File: src/rtl/core/csvp_pkg.sv
`timescale 1ns / 1ps
// ----------------------------------------------------------------------------
// CSV field parser package
// Shared types, character codes and constants for the CSV field parser.
// ----------------------------------------------------------------------------
package csvp_pkg;

	localparam logic [7:0] CHAR_QUOTE   = 8'h22;
	localparam logic [7:0] CHAR_COMMA   = 8'h2C;
	localparam logic [7:0] CHAR_NEWLINE = 8'h0A;

	localparam logic [2:0] COUNT_SAT  = 3'd5;
	localparam logic [2:0] NULL_LEN   = 3'd4;
	localparam int         QUEUE_DEPTH = 4;
	localparam int         MAX_RESULTS = 3;

	typedef enum logic [1:0] {
		MODE_START  = 2'd0,
		MODE_PLAIN  = 2'd1,
		MODE_QUOTED = 2'd2,
		MODE_QSEEN  = 2'd3
	} mode_t;

	typedef struct packed {
		logic [7:0] data_byte;
		logic       end_of_data;
	} in_item_t;

	typedef struct packed {
		logic       is_field_end;
		logic [7:0] content_byte;
		logic       null_flag;
		logic       row_end;
		logic       last_of_run;
	} out_item_t;

	// All results caused by one input byte, in delivery order.
	typedef struct packed {
		logic [1:0]                    count;
		out_item_t [MAX_RESULTS-1:0]   res;
	} plan_t;

	// Letters of the null word, indexed by content position.
	function automatic logic [7:0] null_char(input logic [1:0] idx);
		logic [7:0] c;
		unique case (idx)
			2'd0:    c = 8'h4E;
			2'd1:    c = 8'h55;
			default: c = 8'h4C;
		endcase
		return c;
	endfunction

endpackage

File: src/rtl/core/csvp_front.sv
`timescale 1ns / 1ps
// ----------------------------------------------------------------------------
// CSV parser front end
// Accepts text bytes, tracks the quoting mode and null-word match, and turns
// each byte into a plan of up to three results for the back end.
// ----------------------------------------------------------------------------
module csvp_front
	import csvp_pkg::*;
(
	input  logic     clk,
	input  logic     arst_n,
	input  logic     data_valid,
	output logic     data_stall,
	input  in_item_t data,
	input  logic     q_full,
	output logic     push,
	output plan_t    plan
);

	mode_t      mode_q, mode_nxt;
	logic [2:0] cnt_q, cnt_nxt;
	logic       match_q, match_nxt;

	logic       accept;
	logic       pre_end, pre_row, do_emit, post_end, row_closed;
	logic [2:0] c0, c1;
	logic       m0, m1;
	logic [7:0] b;

	assign data_stall = q_full;
	assign accept     = data_valid && !q_full;
	assign b          = data.data_byte;

	// Classification of the byte against the current mode.
	always_comb begin
		mode_nxt   = mode_q;
		pre_end    = 1'b0;
		pre_row    = 1'b0;
		do_emit    = 1'b0;
		row_closed = 1'b0;
		unique case (mode_q)
			MODE_START: begin
				if (b == CHAR_QUOTE) begin
					mode_nxt = MODE_QUOTED;
				end else if (b == CHAR_COMMA) begin
					pre_end = 1'b1;
				end else if (b == CHAR_NEWLINE) begin
					pre_end    = 1'b1;
					pre_row    = 1'b1;
					row_closed = 1'b1;
				end else begin
					mode_nxt = MODE_PLAIN;
					do_emit  = 1'b1;
				end
			end
			MODE_PLAIN: begin
				if (b == CHAR_COMMA) begin
					pre_end = 1'b1;
				end else if (b == CHAR_NEWLINE) begin
					pre_end    = 1'b1;
					pre_row    = 1'b1;
					row_closed = 1'b1;
				end else begin
					do_emit = 1'b1;
				end
			end
			MODE_QUOTED: begin
				if (b == CHAR_QUOTE) begin
					mode_nxt = MODE_QSEEN;
				end else begin
					do_emit = 1'b1;
				end
			end
			MODE_QSEEN: begin
				if (b == CHAR_QUOTE) begin
					mode_nxt = MODE_QUOTED;
					do_emit  = 1'b1;
				end else if (b == CHAR_COMMA) begin
					pre_end = 1'b1;
				end else if (b == CHAR_NEWLINE) begin
					pre_end    = 1'b1;
					pre_row    = 1'b1;
					row_closed = 1'b1;
				end else begin
					// The closing quote ends the field and this byte opens a plain one.
					pre_end  = 1'b1;
					mode_nxt = MODE_PLAIN;
					do_emit  = 1'b1;
				end
			end
			default: begin
				mode_nxt = MODE_START;
			end
		endcase
		if (pre_end && !do_emit) begin
			mode_nxt = MODE_START;
		end
		post_end = data.end_of_data && !row_closed;
	end

	// Field statistics before and after the content byte.
	always_comb begin
		c0 = pre_end ? 3'd0 : cnt_q;
		m0 = pre_end ? 1'b1 : match_q;
		if (c0 < NULL_LEN) begin
			m1 = m0 && (b == null_char(c0[1:0]));
		end else begin
			m1 = 1'b0;
		end
		c1        = (c0 < COUNT_SAT) ? c0 + 3'd1 : c0;
		cnt_nxt   = do_emit ? c1 : c0;
		match_nxt = do_emit ? m1 : m0;
	end

	// Pack the results in order: closing marker, content byte, end-of-data marker.
	always_comb begin
		out_item_t  r_pre, r_emit, r_post;
		logic [1:0] n;
		r_pre               = '0;
		r_pre.is_field_end  = 1'b1;
		r_pre.null_flag     = (cnt_q == 3'd0) || (cnt_q == NULL_LEN && match_q);
		r_pre.row_end       = pre_row;
		r_pre.last_of_run   = !do_emit && !post_end;
		r_emit              = '0;
		r_emit.content_byte = b;
		r_emit.last_of_run  = !post_end;
		r_post               = '0;
		r_post.is_field_end  = 1'b1;
		r_post.null_flag     = (cnt_nxt == 3'd0) || (cnt_nxt == NULL_LEN && match_nxt);
		r_post.row_end       = 1'b1;
		r_post.last_of_run   = 1'b1;
		plan = '0;
		n    = 2'd0;
		if (pre_end) begin
			plan.res[n] = r_pre;
			n           = n + 2'd1;
		end
		if (do_emit) begin
			plan.res[n] = r_emit;
			n           = n + 2'd1;
		end
		if (post_end) begin
			plan.res[n] = r_post;
			n           = n + 2'd1;
		end
		plan.count = n;
	end

	assign push = accept && (plan.count != 2'd0);

	always_ff @(posedge clk or negedge arst_n) begin
		if (!arst_n) begin
			mode_q  <= MODE_START;
			cnt_q   <= 3'd0;
			match_q <= 1'b1;
		end else if (accept) begin
			if (data.end_of_data) begin
				mode_q  <= MODE_START;
				cnt_q   <= 3'd0;
				match_q <= 1'b1;
			end else begin
				mode_q  <= mode_nxt;
				cnt_q   <= cnt_nxt;
				match_q <= match_nxt;
			end
		end
	end

	a_eod_resets: assert property (@(posedge clk) disable iff (!arst_n)
		accept && data.end_of_data |=> mode_q == MODE_START && cnt_q == 3'd0 && match_q)
		else $error("state not cleared after end of data");

	a_cnt_sat: assert property (@(posedge clk) disable iff (!arst_n)
		cnt_q <= COUNT_SAT)
		else $error("content count above saturation");

	a_qseen_split: assert property (@(posedge clk) disable iff (!arst_n)
		accept && mode_q == MODE_QSEEN && !data.end_of_data && b != CHAR_QUOTE
		&& b != CHAR_COMMA && b != CHAR_NEWLINE |-> plan.count == 2'd2)
		else $error("byte after closing quote must give marker and content");

endmodule

File: src/rtl/core/csvp_queue.sv
`timescale 1ns / 1ps
// ----------------------------------------------------------------------------
// CSV parser plan queue
// Short register FIFO of result plans between the front and back ends.
// ----------------------------------------------------------------------------
module csvp_queue
	import csvp_pkg::*;
#(
	parameter int DEPTH = QUEUE_DEPTH
) (
	input  logic  clk,
	input  logic  arst_n,
	input  logic  push,
	input  plan_t push_data,
	input  logic  pop,
	output plan_t head,
	output logic  full,
	output logic  empty
);

	localparam int PTR_W = (DEPTH > 1) ? $clog2(DEPTH) : 1;
	localparam int CNT_W = $clog2(DEPTH + 1);

	plan_t             mem_q [DEPTH];
	logic [PTR_W-1:0]  wr_ptr_q, rd_ptr_q;
	logic [CNT_W-1:0]  fill_q;

	assign full  = (fill_q == CNT_W'(DEPTH));
	assign empty = (fill_q == '0);
	assign head  = mem_q[rd_ptr_q];

	always_ff @(posedge clk) begin
		if (push) begin
			mem_q[wr_ptr_q] <= push_data;
		end
	end

	always_ff @(posedge clk or negedge arst_n) begin
		if (!arst_n) begin
			wr_ptr_q <= '0;
			rd_ptr_q <= '0;
			fill_q   <= '0;
		end else begin
			if (push) begin
				wr_ptr_q <= (wr_ptr_q == PTR_W'(DEPTH - 1)) ? '0 : wr_ptr_q + 1'b1;
			end
			if (pop) begin
				rd_ptr_q <= (rd_ptr_q == PTR_W'(DEPTH - 1)) ? '0 : rd_ptr_q + 1'b1;
			end
			if (push && !pop) begin
				fill_q <= fill_q + 1'b1;
			end else if (pop && !push) begin
				fill_q <= fill_q - 1'b1;
			end
		end
	end

	a_no_overflow: assert property (@(posedge clk) disable iff (!arst_n)
		full |-> !push)
		else $error("push into full queue");

	a_no_underflow: assert property (@(posedge clk) disable iff (!arst_n)
		empty |-> !pop)
		else $error("pop from empty queue");

	a_fill_track: assert property (@(posedge clk) disable iff (!arst_n)
		push && !pop |=> fill_q == $past(fill_q) + 1'b1)
		else $error("fill count did not follow push");

endmodule

File: src/rtl/core/csvp_back.sv
`timescale 1ns / 1ps
// ----------------------------------------------------------------------------
// CSV parser back end
// Unrolls each queued plan into single results through an output register.
// ----------------------------------------------------------------------------
module csvp_back
	import csvp_pkg::*;
(
	input  logic      clk,
	input  logic      arst_n,
	input  plan_t     head,
	input  logic      empty,
	output logic      pop,
	output logic      result_valid,
	input  logic      result_stall,
	output out_item_t result
);

	logic       valid_q;
	out_item_t  data_q;
	logic [1:0] idx_q;
	logic       load, last_of_plan;

	assign load         = !empty && (!valid_q || !result_stall);
	assign last_of_plan = (idx_q == head.count - 2'd1);
	assign pop          = load && last_of_plan;
	assign result_valid = valid_q;
	assign result       = data_q;

	always_ff @(posedge clk) begin
		if (load) begin
			data_q <= head.res[idx_q];
		end
	end

	always_ff @(posedge clk or negedge arst_n) begin
		if (!arst_n) begin
			valid_q <= 1'b0;
			idx_q   <= 2'd0;
		end else begin
			if (!valid_q || !result_stall) begin
				valid_q <= !empty;
			end
			if (load) begin
				idx_q <= last_of_plan ? 2'd0 : idx_q + 2'd1;
			end
		end
	end

	a_idx_in_plan: assert property (@(posedge clk) disable iff (!arst_n)
		!empty |-> idx_q < head.count)
		else $error("result index beyond plan");

	a_pop_last: assert property (@(posedge clk) disable iff (!arst_n)
		pop |=> $past(head.res[idx_q].last_of_run) && result.last_of_run)
		else $error("plan retired before its last result");

	a_idx_idle: assert property (@(posedge clk) disable iff (!arst_n)
		empty |-> idx_q == 2'd0)
		else $error("index left mid-plan with empty queue");

endmodule

File: src/rtl/core/csv_field_parser_unit.sv
`timescale 1ns / 1ps
// ----------------------------------------------------------------------------
// CSV field parser unit
// Streaming CSV reader with quoted fields and null detection.
// ----------------------------------------------------------------------------
// Usage: bytes of text enter on the data channel (data_valid, data_stall,
// data), with end_of_data set on the final byte. Each byte gives zero to three
// results on the result channel: content bytes of the current field as they
// arrive, and a field-end marker carrying the null and row-end flags. The
// last result caused by a byte has last_of_run set; bytes that only change
// the quoting mode give no result.
// A byte's first result goes through the plan queue and the output register.
// The front end takes one byte per cycle unless data_stall is high; the back end
// delivers one result per cycle unless result_stall is high, so sustained input
// rate is one byte per cycle as long as bytes average at most one result, set by
// the single output register. A QUEUE_DEPTH-entry plan queue absorbs bursts;
// data_stall rises when it is full. Reset clears the parser state to field start
// and empties the queue and output register. While result_stall is high the
// output holds, the queue fills, and then data_stall holds off further bytes.
// ----------------------------------------------------------------------------
module csv_field_parser_unit
	import csvp_pkg::*;
#(
	parameter int QUEUE_DEPTH_P = QUEUE_DEPTH
) (
	input  logic      clk,
	input  logic      arst_n,
	input  logic      data_valid,
	output logic      data_stall,
	input  in_item_t  data,
	output logic      result_valid,
	input  logic      result_stall,
	output out_item_t result
);

	logic  push, pop, q_full, q_empty;
	plan_t plan, head;

	csvp_front u_front (
		.clk        (clk),
		.arst_n     (arst_n),
		.data_valid (data_valid),
		.data_stall (data_stall),
		.data       (data),
		.q_full     (q_full),
		.push       (push),
		.plan       (plan)
	);

	csvp_queue #(
		.DEPTH (QUEUE_DEPTH_P)
	) u_queue (
		.clk       (clk),
		.arst_n    (arst_n),
		.push      (push),
		.push_data (plan),
		.pop       (pop),
		.head      (head),
		.full      (q_full),
		.empty     (q_empty)
	);

	csvp_back u_back (
		.clk          (clk),
		.arst_n       (arst_n),
		.head         (head),
		.empty        (q_empty),
		.pop          (pop),
		.result_valid (result_valid),
		.result_stall (result_stall),
		.result       (result)
	);

endmodule
File: config.mk
export PLATFORM = sky130hd
export DESIGN_NAME = csv_field_parser_unit
export DESIGN_NICKNAME = d
export VERILOG_FILES = /design/src/rtl/core/csvp_pkg.sv /design/src/rtl/core/csvp_front.sv /design/src/rtl/core/csvp_queue.sv /design/src/rtl/core/csvp_back.sv /design/src/rtl/core/csv_field_parser_unit.sv
export SDC_FILE = /design/constraint.sdc
export NUM_CORES = 1
export LEC_CHECK = 0
export BUFFER_PORTS_ARGS = -buffer_cell sky130_fd_sc_hd__buf_2
export CAP_MARGIN = 20
export CORE_MARGIN = 3
export CORE_UTILIZATION = 30
export DETAILED_ROUTE_END_ITERATION = 7
export GPL_TIMING_DRIVEN = 0
export PLACE_DENSITY = 0.44
export SLEW_MARGIN = 40
export SYNTH_ARGS = -nofsm -noshare
export SYNTH_HDL_FRONTEND = slang
export SYNTH_SLANG_ARGS = --single-unit
File: constraint.sdc
create_clock -name clk -period 3.5 [get_ports clk]
set_input_delay 0.525 -clock clk [delete_from_list [all_inputs] [get_ports clk]]
set_output_delay 0.525 -clock clk [all_outputs]
set_load 0.03 [all_outputs]
Word level (Yosys, flattened, before mapping)
Memories as Yosys holds them, arrays and structs flattened.
Cells that the tools add are included.
Widths: inputs -> output; s select.
{ "word_totals": {"ff_bits": 28, "ramBits": 152, "out_inout_bits": 14, "mem_count": 1} }
{ "memory_table": {"columns": ["memory", "depth", "word_bits", "rd", "rd_ports_with_merged_regs", "write_ports", "line", "source"], "rows": [
  ["u_queue.mem_q", 4, 38, 1, 0, 1, "csvp_queue.sv:24", "plan_t mem_q [DEPTH];"]
]} }
{ "op_classes": {"addsub": 9, "magnitude_cmp": 7, "eq_ne": 17, "muxes": 51, "reduce_logical": 36} }
{ "ops": {"columns": ["cell", "count"], "rows": [
  ["$bwmux 36", 2],
  ["$mux 36", 2],
  ["$demux 12 s2", 2],
  ["$mux 12", 4],
  ["$bmux 12 s2", 1],
  ["$mux 2", 11],
  ["$mux 3", 6],
  ["$mux 1", 17],
  ["$eq 8x6->1 const B", 2],
  ["$logic_and 1x1->1", 14],
  ["$ne 5x5->1 const B", 2],
  ["$pmux 5 s2", 1],
  ["$eq 3x3->1 const B", 3],
  ["$logic_not 1->1", 9],
  ["$logic_not 3->1", 3],
  ["$add 2x1->2 const B", 4],
  ["$eq 2x2->1 const B", 4],
  ["$eq 8x4->1 const B", 1],
  ["$eq 8x8->1", 1],
  ["$mux 8", 1],
  ["$add 3x1->3 const B", 2],
  ["$lt 2x3->1 const B", 2],
  ["$lt 3x3->1 const B", 2],
  ["$reduce_and 5->1", 1],
  ["18 further kinds", 23]
]} }

Logic depth before layout (Yosys ltp)
Gate-level depths: netlist of the first run.
{ "logic_depth": {"ltp_word": 17, "depth_mapped": 16, "mapped_depth_nobuf": 15} }

By module
Synthesis of the first run repeated with hierarchy kept, for this count alone.
{ "hier_totals": {"hier_cells": 469, "hier_area_um2": 8054.0} }
{ "by_module_without_submodules": {"columns": ["mod", "instances", "cells_each", "area_per_inst_um2"], "rows": [
  ["csvp_queue", 1, 236, 5944.5],
  ["csvp_front", 1, 161, 1285.0],
  ["csvp_back", 1, 72, 824.5]
]} }

Worst setup path before layout of the first run
Ideal clock, no wire load.
{ "synth_path": {"path_kind": "register to register", "start": "register u_front.mode_q[0]", "end": "memory u_queue.mem_q[0][0] (netlist name), enable pin", "setup_ns": 0.386, "t_arrival_ns": 2.951, "t_required_ns": 3.114, "setup_slack_ns": 0.163, "path_stages_with_launch": 10, "cell_sequence": "dfrtp_1 > inv_1 > ha_1 > nor3_1 > o2111ai_1 > o22a_4 > buf_6 > fa_1 > a31oi_4 > and2_1"} }
{ "synth_between": {"elab_chain_cells": 11, "elab_cells_between_ends": 19, "cone_classes": "2 x add/sub; 3 x eq/ne; 8 x mux; 6 x reduce/logical"} }
{ "synth_rtl": {"columns": ["item", "line", "source"], "rows": [
  ["start: declaration", "csvp_front.sv:20", "mode_t mode_q, mode_nxt;"],
  ["start signal: assignment", "csvp_front.sv:162", "mode_q <= mode_nxt;"],
  ["$eq 2x2->1 (tied with other cells)", "csvp_front.sv:41", "unique case (mode_q)"],
  ["$pmux 1 s3", "csvp_front.sv:41", null],
  ["$mux 1", "csvp_front.sv:134", "if (pre_end) begin"],
  ["$add 1x1->2", "csvp_front.sv:140", "n = n + 2'd1;"],
  ["$mux 2", "csvp_front.sv:138", "if (do_emit) begin"],
  ["$add 2x1->2", "csvp_front.sv:144", "n = n + 2'd1;"],
  ["$mux 2 *", "csvp_front.sv:142", "if (post_end) begin"],
  ["$reduce_bool 2->1 *", "csvp_front.sv:149", "assign push = accept && (plan.count != 2'd0);"],
  ["$logic_and 1x1->1 *", "csvp_front.sv:149", null],
  ["net push", "csv_field_parser_unit.sv:36", "logic push, pop, q_full, q_empty;"],
  ["$mux 1 *", "csvp_queue.sv:33", "if (push) begin"],
  ["$mux 1 (not written as such) *", "csvp_queue.sv:34", "mem_q[wr_ptr_q] <= push_data;"],
  ["end: declaration", "csvp_queue.sv:24", null]
]} }
The timed path passes the listed nets; every way through them passes the cells marked *.

==> results of run 1 <==
-- cell type report --
class / instances / area (µm²)
timing repair buffer: 32 / 203
fill: 1857 / 12300
clock buffer: 17 / 425
inverter: 16 / 70.1
clock inverter: 15 / 215
sequential: 136 / 4010
multi-input combinational: 227 / 2180
buffer: 13 / 83.8
tap: 265 / 332
-- synthesized netlist by cell type (3+ instances only) --
| cell type | n |
|---|---|
| nand2_1 | 37 |
| buf_2 | 4 |
| nor3b_1 | 3 |
| mux2i_1 | 3 |
| nand2b_1 | 4 |
| o21ai_0 | 10 |
| o31ai_1 | 4 |
| mux2_2 | 5 |
| xnor2_1 | 4 |
| clkbuf_1 | 3 |
| inv_1 | 12 |
| edfxtp_1 | 120 |
| mux4_2 | 27 |
| nand3_1 | 4 |
| ha_1 | 20 |
| and2_1 | 22 |
| nor2_1 | 22 |
| buf_6 | 3 |
| a21oi_1 | 15 |
| dfrtp_1 | 15 |
-- worst max path at each step --
| stage | start | end | slack, ns | cells after the start |
|---|---|---|---|---|
| after floorplan | u_front.mode_q[0] | u_queue.mem_q[0][0] | 0.16 | 9 |
| after global placement | u_front.mode_q[0] | u_queue.mem_q[3][10] | -0.77 | 9 |
| after detailed placement | data[1] | u_queue.mem_q[0][26] | -0.49 | 14 |
| after CTS | u_front.mode_q[0] | u_queue.fill_q[2] | 0.01 | 14 |
| after global routing | u_front.mode_q[0] | u_queue.mem_q[2][26] | -0.05 | 14 |
| final | u_front.mode_q[0] | u_queue.mem_q[2][26] | 0.22 | 15 |
-- registers in the layout, indices dropped and copies added (netlist names) --
| register | flops |
|---|---|
| u_queue.fill_q | 3 |
| u_back.result_valid | 1 |
| u_front.mode_q | 2 |
| u_front.match_q | 1 |
| u_queue.rd_ptr_q | 2 |
| u_queue.mem_q | 108 |
| u_back.result | 12 |
| u_front.cnt_q | 3 |
| u_back.idx_q | 2 |
| u_queue.wr_ptr_q | 2 |
-- critical path, cell delays in order, from the launching register on --
cell,delay [ns]
dfrtp_1,0.43
inv_2,0.13
ha_4,0.19
nor3_4,0.05
o2111ai_2,0.08
o22a_4,0.20
buf_8,0.15
and2_1,0.16
inv_1,0.07
ha_1,0.21
or4b_1,0.47
nand2_1,0.08
nand3_1,0.11
o211ai_1,0.27
a211oi_4,0.15
nor3b_4,0.34
-- what timing repair did --
| item | CTS | global route |
|---|---|---|
| setup endpoints to repair | 30 | 30 |
| cloned | 0 | 0 |
| gates resized for setup | 6 | 25 |
| hold buffers | 0 | 0 |
| buffers inserted | 1 | 3 |
| pin swaps | 1 | 10 |
-- cell families after synthesis --
group	after synthesis	share of synthesized area, %
compound gates	53	6.14
xor+xnor	6	0.851
fa+ha+maj	22	4.70
buf+inv	29	2.37
flops	136	64.9
mux	35	11.2
simple gates	111	9.85
-- power by group --
part           internal (mW)  switching (mW)  leakage (nW)
Sequential              2.40           0.151          1.31
Clock                   1.21           0.732         0.309
Combinational           1.04            1.54          1.02
-- metrics by stage --
| step | setup TNS (ns) | utilization, % | power (mW) | worst slack [ns] |
|---|---|---|---|---|
| 6_report | 0 | 37.9 | 7.07 | 0.220 |
| 5_1_grt | -0.227 | 37.9 | 7.52 | -0.0497 |
| 4_1_cts | 0 | 37.2 | 7.06 | 0.0103 |
| 3_5_place_dp | -6.23 | 33.8 | 5.08 | -0.487 |
| 3_3_place_gp | -86.29 | 33.4 | 5.01 | -0.765 |
| 2_1_floorplan | 0 | - | 4.32 | 0.163 |
-- per-layer routing --
metal  vias up  track usage (%)  part of all wire [%]  routed length (µm)
met3         8             3.09                   4.2                 556
li1       1607                -                     -                   -
met5         -                0                     0                   0
met4         0             4.07                  0.94                 124
met2        54             19.0                    47                6290
met1      1718             17.8                    47                6280
==> flow_metrics.py, run 1 <==
metrics = {
    "die": {
        "fp-row-count": 51,
        "die_area_um2": 22300,
        "io_pins": 27,
        "fp.dieW_um": 149,
        "coreArea_um2": 19800,
        "die_h_um": 149,
        "initial_utilization_pct": 31.1,
    },
    "route": {
        "drt_iter0_markers": 191,
        "drcViolationCount": 0,
        "num_vias": 3387,
        "finalWirelength_um": 13300,
        "first_pass_iters": 4,
        "wl_per_cell_um": 18.4,
        "routed_via_density": 4.70,
        "ant_nets": 0,
    },
    "cells_and_area": {
        "stdcell_count": 721,
        "mostFrequentLayoutCell": "edfxtp_1",
        "fin_area_um2": 7510,
        "fin_nets": 478,
        "drive_above_1_share_pct": 32.7,
        "areaGrowthSynthToFinish_pct": 21.7,
        "diodes": 0,
        "layout_common_cells": "edfxtp_1, nand2_1, buf_2",
    },
    "sta": {
        "slew_viol_final": 0,
        "finClkSkew_ns": 0.0192,
        "fin_crit_sh_pct": 93.7,
        "fin_hold_ws_ns": 0.0353,
        "fin_crit_ns": 3.28,
        "final_hold_viol_count": 0,
        "setup_viol": 0,
        "slew_headroom_pct": 33.0,
        "timing.fmax_mhz": 305,
        "tightest_slew_ns": 0.996,
    },
    "synthesis": {
        "synth-seq-cells": 136,
        "yosys_warnings": 0,
        "synthCells": 392,
        "ys_types": 61,
        "synth-edff-count": 120,
        "async_flop_share_pct": 11.8,
        "syn-mean-instance-area_um2": 15.8,
        "syn_area_um2": 6180,
        "syn_nets": 427,
        "seq_area_frac_synth_pct": 64.9,
        "synth_top_area_share_pct": 58.3,
        "yosys-top-cells-area": "edfxtp_1, mux4_2, dfrtp_1, ha_1, nand2_1",
        "yosysTopAreaCell": "edfxtp_1",
        "ys.flop_type": "edfxtp_1",
    },
    "worst_setup_path": {
        "rr_worst_depth": 15,
        "reg2reg_from": "u_front.mode_q[0]",
        "arrival_ns": 3.49,
        "rrSetupSlack_ns": 0.22,
        "reg2reg_to": "u_queue.mem_q[2][26]",
        "startpoint_type": "flip-flop",
        "cp_max_fo": 13,
        "path_class": "reg -> reg",
        "end_kind": "flip-flop",
        "crit_required_ns": 3.71,
    },
    "clocking": {
        "clkTransAtPathRegs_ns": 0.06,
        "clkSinkCount": 136,
        "clk_latency_ns": 0.42,
        "cts.path.max_buffers": 2,
        "cts_tree": "built",
        "htreeDepth": 4,
        "clockRootBuffer": "clkbuf_16",
        "numCtsBuffers": 17,
    },
    "grt": {
        "antenna_found_initial": 0,
        "grt_max_degree": 28,
        "grt_pass1_vias": 3543,
        "grt_pass1_wl_um": 20800,
        "grt-ovfl-total": 0,
        "grtUsageTotal_pct": 12.5,
    },
    "outcome": {
        "status": "completed",
    },
    "worst_hold_path": {
        "hp-class": "in -> async",
    },
    "power_and_ir_drop": {
        "leakagePower_nw": 2.64,
        "power_density_nw_per_um2": 941,
        "max-vdd-ir-drop_mv": 0.372,
    },
    "placement": {
        "placed_area_um2": 6700,
        "dp_hpwl_um": 8610,
        "dp.cells": 685,
        "port_buffers": 26,
        "gp_congestion": 0.740,
    },
    "run": {
        "cap_violations": 0,
    },
}
(Power assumes the default switching activity.)
==> run 2, diff against run 1 <==
Settings changed: BUFFER_PORTS_ARGS -buffer_cell sky130_fd_sc_hd__buf_2 to -buffer_cell sky130_fd_sc_hd__buf_4, CELL_PAD_IN_SITES_DETAIL_PLACEMENT from default to 0, CELL_PAD_IN_SITES_GLOBAL_PLACEMENT from default to 1, PLACE_DENSITY 0.44 to 0.5.
==> flow_metrics.py, run 2 (synthesis results as in run 1) <==
metrics = {
    "sta": {
        "fin_crit_sh_pct": 95.2,
        "slew_viol_final": 0,
        "slew_headroom_pct": 39.1,
        "fin_crit_ns": 3.33,
        "final_hold_viol_count": 0,
        "tightest_slew_ns": 0.906,
        "setup_viol": 0,
        "timing.fmax_mhz": 300,
        "finClkSkew_ns": 0.0106,
    },
    "run": {
        "cap_violations": 0,
    },
    "worst_setup_path": {
        "crit_start": "u_front.mode_q[0]",
        "slowest_delay_ns": 0.47,
        "end_kind": "flip-flop",
        "crit_required_ns": 3.84,
        "startpoint_type": "flip-flop",
        "path_class": "reg -> reg",
        "cp_max_fo": 11,
        "arrival_ns": 3.68,
        "slowest_stage": "fa_2",
        "reg2reg_from": "u_front.mode_q[0]",
        "path_cells": "buf_4 -> ha_2 -> nor2_2 -> nor4_2 -> a211o_1 -> buf_6 -> clkinv_8 -> fa_2 -> a31oi_4 -> ha_2 -> inv_1 -> fa_1 -> xor2_1 -> nor2_1 -> xor2_1",
    },
    "die": {
        "die_h_um": 149,
        "coreArea_um2": 19800,
        "initial_utilization_pct": 31.1,
        "die_area_um2": 22300,
        "fp-row-count": 51,
        "fp.dieW_um": 149,
        "io_pins": 27,
    },
    "cells_and_area": {
        "largest_reg_flops": 108,
        "drive_above_1_share_pct": 31.2,
        "top_register": "u_queue.mem_q",
        "fin_nets": 480,
        "stdcell_count": 723,
        "mostFrequentLayoutCell": "edfxtp_1",
        "fillers": 1842,
        "layout_common_cells": "edfxtp_1, nand2_1, buf_4",
        "areaGrowthSynthToFinish_pct": 22.2,
        "diodes": 0,
    },
    "route": {
        "dr_wl_met3_um": 414,
        "num_vias": 3393,
        "routed_via_density": 4.69,
        "finalWirelength_um": 13300,
        "first_pass_iters": 4,
        "route.met2.wl_um": 6350,
        "drcViolationCount": 0,
        "top_layer": "met4",
        "ant_nets": 0,
        "wl_per_cell_um": 18.4,
        "wl_met1_um": 6350,
        "drt_iter0_markers": 225,
    },
    "clocking": {
        "cts_tree": "built",
        "cts.path.max_buffers": 2,
        "clk_latency_ns": 0.42,
        "htreeDepth": 4,
        "clkTransAtPathRegs_ns": 0.06,
        "clkSinkCount": 136,
        "numCtsBuffers": 17,
        "clockRootBuffer": "clkbuf_16",
    },
    "worst_hold_path": {
        "hold_start": "result_stall",
        "hp-class": "in -> reg",
    },
    "outcome": {
        "status": "completed",
    },
    "power_and_ir_drop": {
        "leakagePower_nw": 2.66,
        "max-vdd-ir-drop_mv": 0.397,
        "p_total_mw": 7.08,
        "power_density_nw_per_um2": 938,
    },
    "placement": {
        "dp_hpwl_um": 8720,
        "port_buffers": 26,
        "gp_congestion": 0.759,
        "dp.cells": 685,
    },
    "grt": {
        "antenna_found_initial": 0,
        "grt_pass1_vias": 3558,
        "grt-ovfl-total": 0,
        "grt_pass1_wl_um": 20800,
        "grtUsageTotal_pct": 12.8,
        "grt_max_degree": 28,
    },
}
## run 2: cell type report
cell class,instances,area [µm²],area share [%]
buffer,13,88.8,1.18
clock buffer,17,425,5.64
clock inverter,15,215,2.85
inverter,16,73.8,0.978
multi-input combinational,227,2130,28.3
sequential,136,4010,53.1
tap,265,332,4.39
timing repair buffer,34,273,3.61
## run 2: worst paths after layout
check                                       to  slack (ns)  cells after the start
max in group asynchronous      u_front.match_q        2.74                      2
max reg2reg                  u_queue.fill_q[2]        0.17                     15
min                        u_back.result_valid        0.33                      3
max                          u_queue.fill_q[2]        0.17                     15
min reg2reg                  u_queue.fill_q[2]        0.49                      1
min in group asynchronous    u_front.mode_q[0]        0.51                      2
## run 2: what timing repair did
item / 4_1_cts / 5_1_grt
endpoints found under the setup margin: 30 / 103
setup buffers: 2 / 3
resized for setup: 6 / 17
pin swaps: 2 / 10
hold buffers: 1 / 0
hold endpoints to repair: 15 / 0
gates cloned: 0 / 0
## run 2: through the flow
stage / setup slack, ns / utilization, % / area (µm²) / setup TNS (ns) / hold WS, ns
6_report: 0.167 / 38.0 / 7550 / 0 / 0.325
2_1_floorplan: 0.163 / - / 6180 / 0 / 0.229
3_5_place_dp: -0.437 / 34.0 / 6750 / -6.41 / 0.417
4_1_cts: 0.0190 / 37.5 / 7450 / 0 / 0.305
3_3_place_gp: -0.757 / 33.8 / 6700 / -84.30 / 0.418
5_1_grt: -0.0500 / 38.0 / 7550 / -0.184 / 0.331
## run 2: power by group
group          switching [mW]  total, mW  internal, mW
registers               0.150       2.55          2.40
logic                    1.52       2.59          1.07
clock network           0.726       1.94          1.21
total                    2.39       7.08          4.68
## run 2: worst max-delay path, delay by kind of cell, from the launching register on
kind | cells | cell delay, ns
xor+xnor | 2 | 0.31
compound gates | 2 | 0.50
simple gates | 3 | 0.35
buf+inv | 4 | 0.43
flops | 1 | 0.41
fa+ha+maj | 4 | 1.27
## run 2: metal layers
metal  global-route usage, %  up-vias
met5                       0        -
met2                    20.1       49
met1                    17.3     1719
met3                    3.21       17
met4                    4.44        0
li1                        -     1608
